[config.mk]
export PLATFORM = sky130hd
export DESIGN_NAME = sprite_quad_batcher
export DESIGN_NICKNAME = d
export VERILOG_FILES = /design/src/design/sqb_pkg.sv /design/src/design/sqb_queue.sv /design/src/design/sqb_front.sv /design/src/design/sqb_back.sv /design/src/design/sprite_quad_batcher.sv
export SDC_FILE = /design/constraint.sdc
export NUM_CORES = 2
export LEC_CHECK = 0
export BUFFER_PORTS_ARGS = -buffer_cell sky130_fd_sc_hd__buf_2
export CAP_MARGIN = 20
export CORE_ASPECT_RATIO = 1.4
export CORE_MARGIN = 2
export CORE_UTILIZATION = 45
export CTS_BUF_LIST = sky130_fd_sc_hd__clkbuf_16
export CTS_CLUSTER_SIZE = 24
export DETAILED_ROUTE_END_ITERATION = 6
export GPL_ROUTABILITY_DRIVEN = 0
export GPL_TIMING_DRIVEN = 0
export PLACE_DENSITY = 0.73
export SLEW_MARGIN = 20
export SYNTH_ARGS = -nofsm -noshare
export SYNTH_HDL_FRONTEND = slang
export SYNTH_HIERARCHICAL = 1
export SYNTH_SLANG_ARGS = --single-unit
export TNS_END_PERCENT = 10
[constraint.sdc]
create_clock -name clk_i -period 12.39 [get_ports clk_i]
set_input_delay 1.8585 -clock clk_i [delete_from_list [all_inputs] [get_ports clk_i]]
set_output_delay 1.8585 -clock clk_i [all_outputs]
set_load 0.03 [all_outputs]
[src/design/sqb_pkg.sv]
// Shared types and constants of the sprite quad batcher.
package sqb_pkg;

  localparam logic [1:0] KIND_VERTEX = 2'd0;
  localparam logic [1:0] KIND_FLUSH  = 2'd1;
  localparam logic [1:0] KIND_BIND   = 2'd2;

  localparam int unsigned CORNERS = 4;
  localparam int unsigned QUEUE_DEPTH = 4;

  typedef enum logic [1:0] {
    CMD_FLUSH  = 2'd0,
    CMD_BIND   = 2'd1,
    CMD_SPRITE = 2'd2
  } cmd_op_e;

  typedef struct packed {
    cmd_op_e            op;
    logic               last;
    logic [2:0]         slot;
    logic [15:0]        handle;
    logic [12:0]        batch_vertices;
    logic [3:0]         batch_textures;
    logic [15:0]        angle;
    logic signed [23:0] pos_x;
    logic signed [23:0] pos_y;
    logic [19:0]        width;
    logic [19:0]        height;
    logic [15:0]        uv_left;
    logic [15:0]        uv_top;
    logic [16:0]        uv_right;
    logic [16:0]        uv_bottom;
  } cmd_t;

endpackage

[src/design/sqb_queue.sv]
// Short command queue between the front and back parts.
module sqb_queue (
  input  logic          clk_i,
  input  logic          rst_ni,
  input  logic          push_i,
  input  sqb_pkg::cmd_t data_i,
  output logic          full_o,
  input  logic          pop_i,
  output logic          empty_o,
  output sqb_pkg::cmd_t data_o
);
  import sqb_pkg::*;

  localparam int unsigned PtrW = $clog2(QUEUE_DEPTH);

  cmd_t              mem_q [QUEUE_DEPTH];
  logic [PtrW-1:0]   wr_ptr_q, rd_ptr_q;
  logic [PtrW:0]     cnt_q;
  logic              do_push, do_pop;

  assign full_o  = (cnt_q == (PtrW+1)'(QUEUE_DEPTH));
  assign empty_o = (cnt_q == '0);
  assign data_o  = mem_q[rd_ptr_q];
  assign do_push = push_i && !full_o;
  assign do_pop  = pop_i && !empty_o;

  always_ff @(posedge clk_i) begin
    if (do_push) begin
      mem_q[wr_ptr_q] <= data_i;
    end
  end

  always_ff @(posedge clk_i or negedge rst_ni) begin
    if (!rst_ni) begin
      wr_ptr_q <= '0;
      rd_ptr_q <= '0;
      cnt_q    <= '0;
    end else begin
      if (do_push) wr_ptr_q <= wr_ptr_q + 1'b1;
      if (do_pop)  rd_ptr_q <= rd_ptr_q + 1'b1;
      if (do_push && !do_pop) cnt_q <= cnt_q + 1'b1;
      else if (!do_push && do_pop) cnt_q <= cnt_q - 1'b1;
    end
  end
endmodule

[src/design/sqb_front.sv]
// Front part: accepts words, decides flushes, looks up or binds texture slots.
module sqb_front #(
  parameter int unsigned MAX_SPRITES = 1024,
  parameter int unsigned TEX_SLOTS   = 8
) (
  input  logic               clk_i,
  input  logic               rst_ni,
  input  logic               in_valid_i,
  output logic               in_ready_o,
  input  logic               mode_i,
  input  logic [15:0]        texture_handle_i,
  input  logic signed [23:0] pos_x_i,
  input  logic signed [23:0] pos_y_i,
  input  logic [19:0]        width_i,
  input  logic [19:0]        height_i,
  input  logic [15:0]        angle_i,
  input  logic [15:0]        uv_left_i,
  input  logic [15:0]        uv_top_i,
  input  logic [15:0]        uv_width_i,
  input  logic [15:0]        uv_height_i,
  output logic               push_o,
  output sqb_pkg::cmd_t      cmd_o,
  input  logic               full_i
);
  import sqb_pkg::*;

  localparam int unsigned VcW  = $clog2(CORNERS * MAX_SPRITES + 1);
  localparam int unsigned SuW  = $clog2(TEX_SLOTS + 1);
  localparam int unsigned IdxW = (TEX_SLOTS > 1) ? $clog2(TEX_SLOTS) : 1;
  localparam logic [VcW-1:0] VcLimit = VcW'(CORNERS * MAX_SPRITES);

  typedef enum logic [3:0] {
    F_IDLE   = 4'b0001,
    F_FLUSH  = 4'b0010,
    F_BIND   = 4'b0100,
    F_SPRITE = 4'b1000
  } front_state_e;

  front_state_e       state_q, state_d;
  logic [VcW-1:0]     vc_q, vc_d;
  logic [SuW-1:0]     su_q, su_d;
  logic [15:0]        table_q [TEX_SLOTS];
  logic               tbl_we;
  logic [2:0]         slot_q, slot_d;
  logic               mode_q;
  logic [15:0]        handle_q, angle_q, ul_q, vt_q, uw_q, vh_q;
  logic signed [23:0] px_q, py_q;
  logic [19:0]        w_q, h_q;
  logic               found;
  logic [IdxW-1:0]    hit_idx;

  assign in_ready_o = (state_q == F_IDLE);

  always_comb begin
    found   = 1'b0;
    hit_idx = '0;
    for (int i = TEX_SLOTS - 1; i >= 0; i--) begin
      if ((SuW'(i) < su_q) && (table_q[i] == handle_q)) begin
        found   = 1'b1;
        hit_idx = IdxW'(i);
      end
    end
  end

  always_comb begin
    state_d = state_q;
    vc_d    = vc_q;
    su_d    = su_q;
    slot_d  = slot_q;
    tbl_we  = 1'b0;
    push_o  = 1'b0;
    cmd_o   = '0;
    cmd_o.op             = CMD_FLUSH;
    cmd_o.slot           = slot_q;
    cmd_o.handle         = handle_q;
    cmd_o.batch_vertices = 13'(vc_q);
    cmd_o.batch_textures = 4'(su_q);
    cmd_o.angle          = angle_q;
    cmd_o.pos_x          = px_q;
    cmd_o.pos_y          = py_q;
    cmd_o.width          = w_q;
    cmd_o.height         = h_q;
    cmd_o.uv_left        = ul_q;
    cmd_o.uv_top         = vt_q;
    cmd_o.uv_right       = {1'b0, ul_q} + {1'b0, uw_q};
    cmd_o.uv_bottom      = {1'b0, vt_q} + {1'b0, vh_q};
    unique case (state_q)
      F_IDLE: begin
        if (in_valid_i) state_d = F_FLUSH;
      end
      F_FLUSH: begin
        if (mode_q) begin
          cmd_o.last = 1'b1;
          if (vc_q == '0) begin
            state_d = F_IDLE;
          end else if (!full_i) begin
            push_o  = 1'b1;
            vc_d    = '0;
            su_d    = '0;
            state_d = F_IDLE;
          end
        end else if ((vc_q >= VcLimit) || (su_q >= SuW'(TEX_SLOTS))) begin
          if (!full_i) begin
            push_o  = 1'b1;
            vc_d    = '0;
            su_d    = '0;
            state_d = F_BIND;
          end
        end else begin
          state_d = F_BIND;
        end
      end
      F_BIND: begin
        cmd_o.op   = CMD_BIND;
        cmd_o.slot = 3'(su_q);
        if (found) begin
          slot_d  = 3'(hit_idx);
          state_d = F_SPRITE;
        end else if (!full_i) begin
          push_o  = 1'b1;
          tbl_we  = 1'b1;
          slot_d  = 3'(su_q);
          su_d    = su_q + 1'b1;
          state_d = F_SPRITE;
        end
      end
      F_SPRITE: begin
        cmd_o.op   = CMD_SPRITE;
        cmd_o.last = 1'b1;
        if (!full_i) begin
          push_o  = 1'b1;
          vc_d    = vc_q + VcW'(CORNERS);
          state_d = F_IDLE;
        end
      end
      default: state_d = F_IDLE;
    endcase
  end

  always_ff @(posedge clk_i) begin
    if (in_valid_i && in_ready_o) begin
      mode_q   <= mode_i;
      handle_q <= texture_handle_i;
      px_q     <= pos_x_i;
      py_q     <= pos_y_i;
      w_q      <= width_i;
      h_q      <= height_i;
      angle_q  <= angle_i;
      ul_q     <= uv_left_i;
      vt_q     <= uv_top_i;
      uw_q     <= uv_width_i;
      vh_q     <= uv_height_i;
    end
    if (tbl_we) begin
      table_q[su_q[IdxW-1:0]] <= handle_q;
    end
    slot_q <= slot_d;
  end

  always_ff @(posedge clk_i or negedge rst_ni) begin
    if (!rst_ni) begin
      state_q <= F_IDLE;
      vc_q    <= '0;
      su_q    <= '0;
    end else begin
      state_q <= state_d;
      vc_q    <= vc_d;
      su_q    <= su_d;
    end
  end
endmodule

[src/design/sqb_back.sv]
// Back part: computes sine and cosine, rotates corners and emits result words.
module sqb_back (
  input  logic               clk_i,
  input  logic               rst_ni,
  input  logic               empty_i,
  input  sqb_pkg::cmd_t      cmd_i,
  output logic               pop_o,
  output logic               out_valid_o,
  input  logic               out_ready_i,
  output logic [1:0]         kind_o,
  output logic signed [23:0] vert_x_o,
  output logic signed [23:0] vert_y_o,
  output logic [16:0]        tex_u_o,
  output logic [16:0]        tex_v_o,
  output logic [2:0]         slot_o,
  output logic [15:0]        bound_handle_o,
  output logic [12:0]        batch_vertices_o,
  output logic [3:0]         batch_textures_o,
  output logic               last_o
);
  import sqb_pkg::*;

  localparam logic [3:0] StZ2F = 4'd0, StT1F = 4'd1, StT2F = 4'd2, StPF = 4'd3;
  localparam logic [3:0] StZ2G = 4'd4, StT1G = 4'd5, StT2G = 4'd6, StPG = 4'd7;
  localparam logic [3:0] StTrig = 4'd8, StWc = 4'd9, StWs = 4'd10, StHs = 4'd11;
  localparam logic [3:0] StHc = 4'd12, StRound = 4'd13;

  typedef enum logic [2:0] {
    B_IDLE = 3'b001,
    B_CALC = 3'b010,
    B_EMIT = 3'b100
  } back_state_e;

  back_state_e        state_q;
  cmd_t               cmd_q;
  logic [3:0]         step_q;
  logic [1:0]         corner_q;
  logic [14:0]        z2_q, pf_q, pg_q;
  logic [15:0]        t_q;
  logic signed [16:0] cs_q, sn_q;
  logic signed [37:0] wc_q, ws_q, hs_q, hc_q;
  logic signed [21:0] rx_q [1:3];
  logic signed [21:0] ry_q [1:3];
  logic signed [20:0] mul_a;
  logic signed [16:0] mul_b;
  logic signed [37:0] prod;
  logic signed [23:0] shr;
  logic [14:0]        clamped;
  logic [14:0]        f_val;
  logic [14:0]        g_val;
  logic               out_free;
  logic               load;
  cmd_t               ld_cmd;
  logic [1:0]         ld_kind;
  logic signed [21:0] cx, cy;
  logic [16:0]        cu, cv;
  logic signed [24:0] sx, sy;
  logic signed [23:0] vx, vy;

  function automatic logic signed [21:0] rnd14(input logic signed [37:0] v);
    logic signed [37:0] n;
    n = v + 38'sd8192;
    return n[35:14];
  endfunction

  function automatic logic signed [23:0] sat24(input logic signed [24:0] v);
    if (v[24] != v[23]) return v[24] ? 24'sh800000 : 24'sh7FFFFF;
    return v[23:0];
  endfunction

  assign f_val = {1'b0, cmd_q.angle[13:0]};
  assign g_val = 15'd16384 - f_val;

  always_comb begin
    mul_a = '0;
    mul_b = '0;
    case (step_q)
      StZ2F:        begin mul_a = 21'(f_val); mul_b = 17'(f_val); end
      StZ2G:        begin mul_a = 21'(g_val); mul_b = 17'(g_val); end
      StT1F, StT1G: begin mul_a = 21'sd1160; mul_b = 17'(z2_q); end
      StT2F, StT2G: begin mul_a = 21'sd10512 - 21'(t_q); mul_b = 17'(z2_q); end
      StPF:         begin mul_a = 21'(t_q); mul_b = 17'(f_val); end
      StPG:         begin mul_a = 21'(t_q); mul_b = 17'(g_val); end
      StWc:         begin mul_a = 21'(cmd_q.width); mul_b = cs_q; end
      StWs:         begin mul_a = 21'(cmd_q.width); mul_b = sn_q; end
      StHs:         begin mul_a = 21'(cmd_q.height); mul_b = sn_q; end
      StHc:         begin mul_a = 21'(cmd_q.height); mul_b = cs_q; end
      default:      begin mul_a = '0; mul_b = '0; end
    endcase
  end

  assign prod    = mul_a * mul_b;
  assign shr     = prod[37:14];
  assign clamped = (shr > 24'sd16384) ? 15'd16384 : shr[14:0];
  assign out_free = !out_valid_o || out_ready_i;

  always_comb begin
    case (corner_q)
      2'd0:    begin cx = '0;       cy = '0;       end
      2'd1:    begin cx = rx_q[1]; cy = ry_q[1]; end
      2'd2:    begin cx = rx_q[2]; cy = ry_q[2]; end
      default: begin cx = rx_q[3]; cy = ry_q[3]; end
    endcase
    cu = (corner_q == 2'd1 || corner_q == 2'd2) ? cmd_q.uv_right : {1'b0, cmd_q.uv_left};
    cv = corner_q[1] ? cmd_q.uv_bottom : {1'b0, cmd_q.uv_top};
    sx = 25'(cx) + 25'(cmd_q.pos_x);
    sy = 25'(cy) + 25'(cmd_q.pos_y);
    vx = sat24(sx);
    vy = sat24(sy);
  end

  always_comb begin
    pop_o   = 1'b0;
    load    = 1'b0;
    ld_cmd  = cmd_i;
    ld_kind = KIND_VERTEX;
    unique case (state_q)
      B_IDLE: begin
        if (!empty_i) begin
          if (cmd_i.op == CMD_SPRITE) begin
            pop_o = 1'b1;
          end else if (out_free) begin
            pop_o   = 1'b1;
            load    = 1'b1;
            ld_kind = (cmd_i.op == CMD_FLUSH) ? KIND_FLUSH : KIND_BIND;
          end
        end
      end
      B_EMIT: begin
        ld_cmd = cmd_q;
        load   = out_free;
      end
      default: ;
    endcase
  end

  always_ff @(posedge clk_i) begin
    if (state_q == B_IDLE && pop_o && cmd_i.op == CMD_SPRITE) begin
      cmd_q <= cmd_i;
    end
    if (state_q == B_CALC) begin
      case (step_q)
        StZ2F, StZ2G: z2_q <= shr[14:0];
        StT1F, StT1G: t_q  <= shr[15:0];
        StT2F, StT2G: t_q  <= 16'd25736 - shr[15:0];
        StPF:         pf_q <= clamped;
        StPG:         pg_q <= clamped;
        StTrig: begin
          if (cmd_q.angle == '0) begin
            cs_q <= 17'sd16384;
            sn_q <= '0;
          end else begin
            case (cmd_q.angle[15:14])
              2'd0:    begin sn_q <= 17'(pf_q);  cs_q <= 17'(pg_q);  end
              2'd1:    begin sn_q <= 17'(pg_q);  cs_q <= -17'(pf_q); end
              2'd2:    begin sn_q <= -17'(pf_q); cs_q <= -17'(pg_q); end
              default: begin sn_q <= -17'(pg_q); cs_q <= 17'(pf_q);  end
            endcase
          end
        end
        StWc: wc_q <= prod;
        StWs: ws_q <= prod;
        StHs: hs_q <= prod;
        StHc: hc_q <= prod;
        StRound: begin
          rx_q[1] <= rnd14(wc_q);
          ry_q[1] <= rnd14(ws_q);
          rx_q[2] <= rnd14(wc_q - hs_q);
          ry_q[2] <= rnd14(ws_q + hc_q);
          rx_q[3] <= rnd14(-hs_q);
          ry_q[3] <= rnd14(hc_q);
        end
        default: ;
      endcase
    end
    if (load) begin
      kind_o <= ld_kind;
      if (state_q == B_EMIT) begin
        vert_x_o         <= vx;
        vert_y_o         <= vy;
        tex_u_o          <= cu;
        tex_v_o          <= cv;
        slot_o           <= ld_cmd.slot;
        bound_handle_o   <= '0;
        batch_vertices_o <= '0;
        batch_textures_o <= '0;
        last_o           <= (corner_q == 2'd3) && ld_cmd.last;
      end else if (ld_cmd.op == CMD_FLUSH) begin
        vert_x_o         <= '0;
        vert_y_o         <= '0;
        tex_u_o          <= '0;
        tex_v_o          <= '0;
        slot_o           <= '0;
        bound_handle_o   <= '0;
        batch_vertices_o <= ld_cmd.batch_vertices;
        batch_textures_o <= ld_cmd.batch_textures;
        last_o           <= ld_cmd.last;
      end else begin
        vert_x_o         <= '0;
        vert_y_o         <= '0;
        tex_u_o          <= '0;
        tex_v_o          <= '0;
        slot_o           <= ld_cmd.slot;
        bound_handle_o   <= ld_cmd.handle;
        batch_vertices_o <= '0;
        batch_textures_o <= '0;
        last_o           <= 1'b0;
      end
    end
  end

  always_ff @(posedge clk_i or negedge rst_ni) begin
    if (!rst_ni) begin
      state_q     <= B_IDLE;
      step_q      <= '0;
      corner_q    <= '0;
      out_valid_o <= 1'b0;
    end else begin
      if (load) out_valid_o <= 1'b1;
      else if (out_ready_i) out_valid_o <= 1'b0;
      unique case (state_q)
        B_IDLE: begin
          if (pop_o && cmd_i.op == CMD_SPRITE) begin
            state_q <= B_CALC;
            step_q  <= (cmd_i.angle == '0) ? StTrig : StZ2F;
          end
        end
        B_CALC: begin
          if (step_q == StRound) begin
            state_q  <= B_EMIT;
            corner_q <= '0;
          end else begin
            step_q <= step_q + 1'b1;
          end
        end
        B_EMIT: begin
          if (load) begin
            corner_q <= corner_q + 1'b1;
            if (corner_q == 2'd3) state_q <= B_IDLE;
          end
        end
        default: state_q <= B_IDLE;
      endcase
    end
  end
endmodule

[src/design/sprite_quad_batcher.sv]
// Sprite batcher top level: front, command queue and back.
//
//  channel | direction | handshake                | word
//  in      | input     | in_valid_i / in_ready_o  | mode, texture, position, size, angle, UV
//  out     | output    | out_valid_o/out_ready_i  | vertex, batch flush or slot bind
//
// The front takes a new word only when idle, steps through flush, bind and sprite states,
// and queues up to three commands per word into a four-entry queue.
// The back loads a flush or bind result straight from the queue; a sprite runs its steps
// in the shared multiplier, skipping the sine steps without rotation, then emits four vertex words.
// Reset clears the counters, queue and output valid flag; slot entries stay unset.
// Either side may stall; the queue and the output register hold work in place.
module sprite_quad_batcher #(
  parameter int unsigned MAX_SPRITES = 1024,
  parameter int unsigned TEX_SLOTS   = 8
) (
  input  logic               clk_i,
  input  logic               rst_ni,
  input  logic               in_valid_i,
  output logic               in_ready_o,
  input  logic               mode_i,
  input  logic [15:0]        texture_handle_i,
  input  logic signed [23:0] pos_x_i,
  input  logic signed [23:0] pos_y_i,
  input  logic [19:0]        width_i,
  input  logic [19:0]        height_i,
  input  logic [15:0]        angle_i,
  input  logic [15:0]        uv_left_i,
  input  logic [15:0]        uv_top_i,
  input  logic [15:0]        uv_width_i,
  input  logic [15:0]        uv_height_i,
  output logic               out_valid_o,
  input  logic               out_ready_i,
  output logic [1:0]         kind_o,
  output logic signed [23:0] vert_x_o,
  output logic signed [23:0] vert_y_o,
  output logic [16:0]        tex_u_o,
  output logic [16:0]        tex_v_o,
  output logic [2:0]         slot_o,
  output logic [15:0]        bound_handle_o,
  output logic [12:0]        batch_vertices_o,
  output logic [3:0]         batch_textures_o,
  output logic               last_o
);
  import sqb_pkg::*;

  cmd_t push_cmd, head_cmd;
  logic push, full, pop, empty;

  sqb_front #(
    .MAX_SPRITES(MAX_SPRITES),
    .TEX_SLOTS  (TEX_SLOTS)
  ) u_front (
    .clk_i,
    .rst_ni,
    .in_valid_i,
    .in_ready_o,
    .mode_i,
    .texture_handle_i,
    .pos_x_i,
    .pos_y_i,
    .width_i,
    .height_i,
    .angle_i,
    .uv_left_i,
    .uv_top_i,
    .uv_width_i,
    .uv_height_i,
    .push_o (push),
    .cmd_o  (push_cmd),
    .full_i (full)
  );

  sqb_queue u_queue (
    .clk_i,
    .rst_ni,
    .push_i  (push),
    .data_i  (push_cmd),
    .full_o  (full),
    .pop_i   (pop),
    .empty_o (empty),
    .data_o  (head_cmd)
  );

  sqb_back u_back (
    .clk_i,
    .rst_ni,
    .empty_i (empty),
    .cmd_i   (head_cmd),
    .pop_o   (pop),
    .out_valid_o,
    .out_ready_i,
    .kind_o,
    .vert_x_o,
    .vert_y_o,
    .tex_u_o,
    .tex_v_o,
    .slot_o,
    .bound_handle_o,
    .batch_vertices_o,
    .batch_textures_o,
    .last_o
  );
endmodule

==> flow_metrics.env <==
export IMPL_ys_seq_area_share_pct=60.91
export IMPL_fin_nets=7628
export IMPL_setup_worst_path_start_class="flop"
export IMPL_fmax_ghz=0.08474
export IMPL_cp_data_required_time_ns=12.97
export IMPL_drive_gt1_share_pct=15.03
export IMPL_clk_latency_ns=0.84
export IMPL_die_area_sq_um=206100
export IMPL_viasPerCell=5.734
export IMPL_io_pins=312
export IMPL_place_area_sq_um=97610
export IMPL_cp_slowest_stage_delay_ns=0.58
export IMPL_fin_cells=9537
export IMPL_htreeDepth=4
export IMPL_vias=54690
export IMPL_clockBufferDepth=4
export IMPL_fp_coreArea_sq_um=201500
export IMPL_cp_max_fo=11
export IMPL_period_needed_ns=11.80
export IMPL_max_cap_violations=0
export IMPL_cts_tree="done"
export IMPL_met2_length_um=115500
export IMPL_crit_arrival_ns=12.38
export IMPL_postCtsSetupRepairBufs=0
export IMPL_grt_pass1_wl_um=340500
export IMPL_slew_violations=0
export IMPL_routedWlPerCell_um=24.06
export IMPL_die_w_um=384.3
export IMPL_path_clk_slew_ns=0.07
export IMPL_grt_usage_pct=22.03
export IMPL_ys_top_cells_by_count="1818 x edfxtp_1, 530 x inv_1, 418 x nor2_1, 405 x nand2_1, 361 x fa_1"
export IMPL_synth_avg_cell_area_sq_um=14.74
export IMPL_design_area_sq_um=103300
export IMPL_synth_most_common_cell="edfxtp_1"
export IMPL_rows=195
export IMPL_rsz0062_at_grt="no"
export IMPL_synth_top_flop_cell="edfxtp_1"
export IMPL_wirelength_um=229400
export IMPL_start_util_pct=45.21
export IMPL_met1Wirelength_um=82450
export IMPL_antenna_found_initial=20
export IMPL_portBuffers=311
export IMPL_cts_buffers=169
export IMPL_ant_nets=0
export IMPL_yosysTopAreaCell="edfxtp_1"
export IMPL_dp_hpwl_um=168000
export IMPL_clockRootBuffer="clkbuf_16"
export IMPL_synth_area_leaders="edfxtp_1 60%, fa_1 7.9%, mux4_2 5.2%"
export IMPL_synthArstFlopShare_pct=1.942
export IMPL_post_cts_resize_count=0
export IMPL_setup_viol=0
export IMPL_drc=16
export IMPL_final_setup_skew_ns=0.07419
export IMPL_criticalPathCategory="reg -> reg"
export IMPL_placed_cells=9233
export IMPL_worst_slack_ns=0.5894
export IMPL_holdBufCountCts=0
export IMPL_relSlewSlack_pct=18.29
export IMPL_yosysTopAreaCellShare_pct=59.92
export IMPL_cts_sinks=1854
export IMPL_rr_worst_depth=36
export IMPL_place_ws_ns=0.9275
export IMPL_synth_cells=6180
export IMPL_ys_warnings_count=6
export IMPL_synth_edf_count=1818
export IMPL_endpoint_kind="flop"
export IMPL_met3_length_um=17160
export IMPL_hold_path_class="reg -> reg"
export IMPL_synth_distinct_cells=93
export IMPL_status="complete, but fails checks"
export IMPL_synthesis_area_sq_um=91110
export IMPL_grt_pass1_vias=55540
export IMPL_crit_slowest_cell="clkbuf_1"
export IMPL_ys_ff_latch=1854
export IMPL_period_share_pct=95.24
export IMPL_die_h_um=536.4
export IMPL_area_growth_pct=13.37
export IMPL_worstMarginPinSlew_ns=1.226
export IMPL_min_path_cells=0
export IMPL_drtIter0Drc=5443
export IMPL_dr_pass1_iters=7
export IMPL_hold_viol=0
export IMPL_cpMostUsedCell="inv_1"
export IMPL_violations="design-rule violations"
export IMPL_top_layer="met5"
export IMPL_grt_overflow=0
export IMPL_grt_start_max_net_pins=91
==> critical path: cells and delay by family (launching register included) <==
kind | cells | cell delay [ns]
compound gates | 4 | 1.14
fa+ha+maj | 9 | 3.73
buf+inv | 13 | 2.40
flops | 1 | 0.43
simple gates | 9 | 3.42
xor+xnor | 1 | 0.38
==> path summary, 6_finish.rpt <==
check | startpoint | end | slack (ns)
max in group asynchronous | rst_ni | u_back/corner_q[0] | 10.63
worst max register to register | u_back/step_q[0] | u_back/pf_q[11] | 0.59
worst min-delay path | u_front/h_q[3] | u_queue/mem_q[1][69] | 0.46
worst max-delay path | u_back/step_q[0] | u_back/pf_q[11] | 0.59
min in group asynchronous | rst_ni | u_front/vc_q[10] | 1.15
worst min register to register | u_front/h_q[3] | u_queue/mem_q[1][69] | 0.46
==> stage by stage <==
step	hold WS (ns)	util [%]	TNS (ns)
4_1_cts	0.4652	51.24	0
3_5_place_dp	0.4824	48.44	0
2_1_floorplan	0.4471	-	0
3_3_place_gp	0.4633	47.63	-1048.46
5_1_grt	0.4792	51.25	0
6_report	0.4643	51.26	0
==> cell usage in the layout (no fill, tap or decap), drive strengths merged, types with 17 or more instances in the layout <==
master  netlist  final
a211oi       31     31
a21o         66     66
a21oi       166    166
a221o        17     17
a221oi       33     33
a22oi        59     59
a31oi        33     33
and2         23     23
and3         79     79
buf          80    473
bufinv        0     26
clkbuf      141    317
clkinv        2     59
dfrtp        34     34
edfxtp     1818   1818
fa          361    361
ha          332    332
inv         530    558
mux2i        39     39
mux4        210    210
nand2       405    405
nand2b       56     56
nand3       110    110
nand4        37     37
nor2        418    418
nor2b        28     28
nor3         79     79
nor4         64     64
o21a         51     51
o21ai       174    174
or2          20     20
or3          31     31
xnor2       258    258
xor2        169    169
==> per-layer routing <==
metal / vias up / global-route usage (%)
met5: - / 0
met4: 22 / 11.88
met3: 706 / 3.550
met2: 2522 / 38.14
met1: 27560 / 26.30
li1: 23870 / -
==> final cells by class <==
cell class / count / area (sq um)
Antenna cell: 6 / 15.01
Buffer: 221 / 1314
Clock buffer: 175 / 4379
Clock inverter: 122 / 1269
Fill cell: 16440 / 98240
Inverter: 532 / 2004
Multi-Input combinational cell: 3574 / 32610
Sequential cell: 1854 / 55500
Tap cell: 2659 / 3327
Timing Repair Buffer: 394 / 2883
==> sequential cells by signal (all words and copies together), names as in the netlist, 17 cells and up <==
signal           count
u_queue/mem_q      836
u_back/cmd_q       174
u_front/table_q    128
u_back/rx_q         66
u_back/ry_q         66
u_back/hc_q         36
u_back/hs_q         36
u_back/wc_q         36
u_back/ws_q         36
u_back/vert_x_o     24
u_back/vert_y_o     24
u_front/px_q        24
u_front/py_q        24
u_front/h_q         20
u_front/w_q         20
u_back/cs_q         17
u_back/sn_q         17
u_back/tex_u_o      17
u_back/tex_v_o      17
==> logic make-up (layout without fill, tap and decap cells) <==
group	Yosys count	in the layout	synth area share (%)
flops	1854	1854	60.91
xor+xnor	427	427	4.105
simple gates	1401	1401	7.221
buf+inv	753	1444	3.631
other cells	2	9	0.008243
mux	255	255	5.694
compound gates	795	795	5.941
fa+ha+maj	693	693	12.49
Power is left out: the tool's default activity adds up to more than one toggle a clock period on the data nets, which glitch-free logic cannot reach.
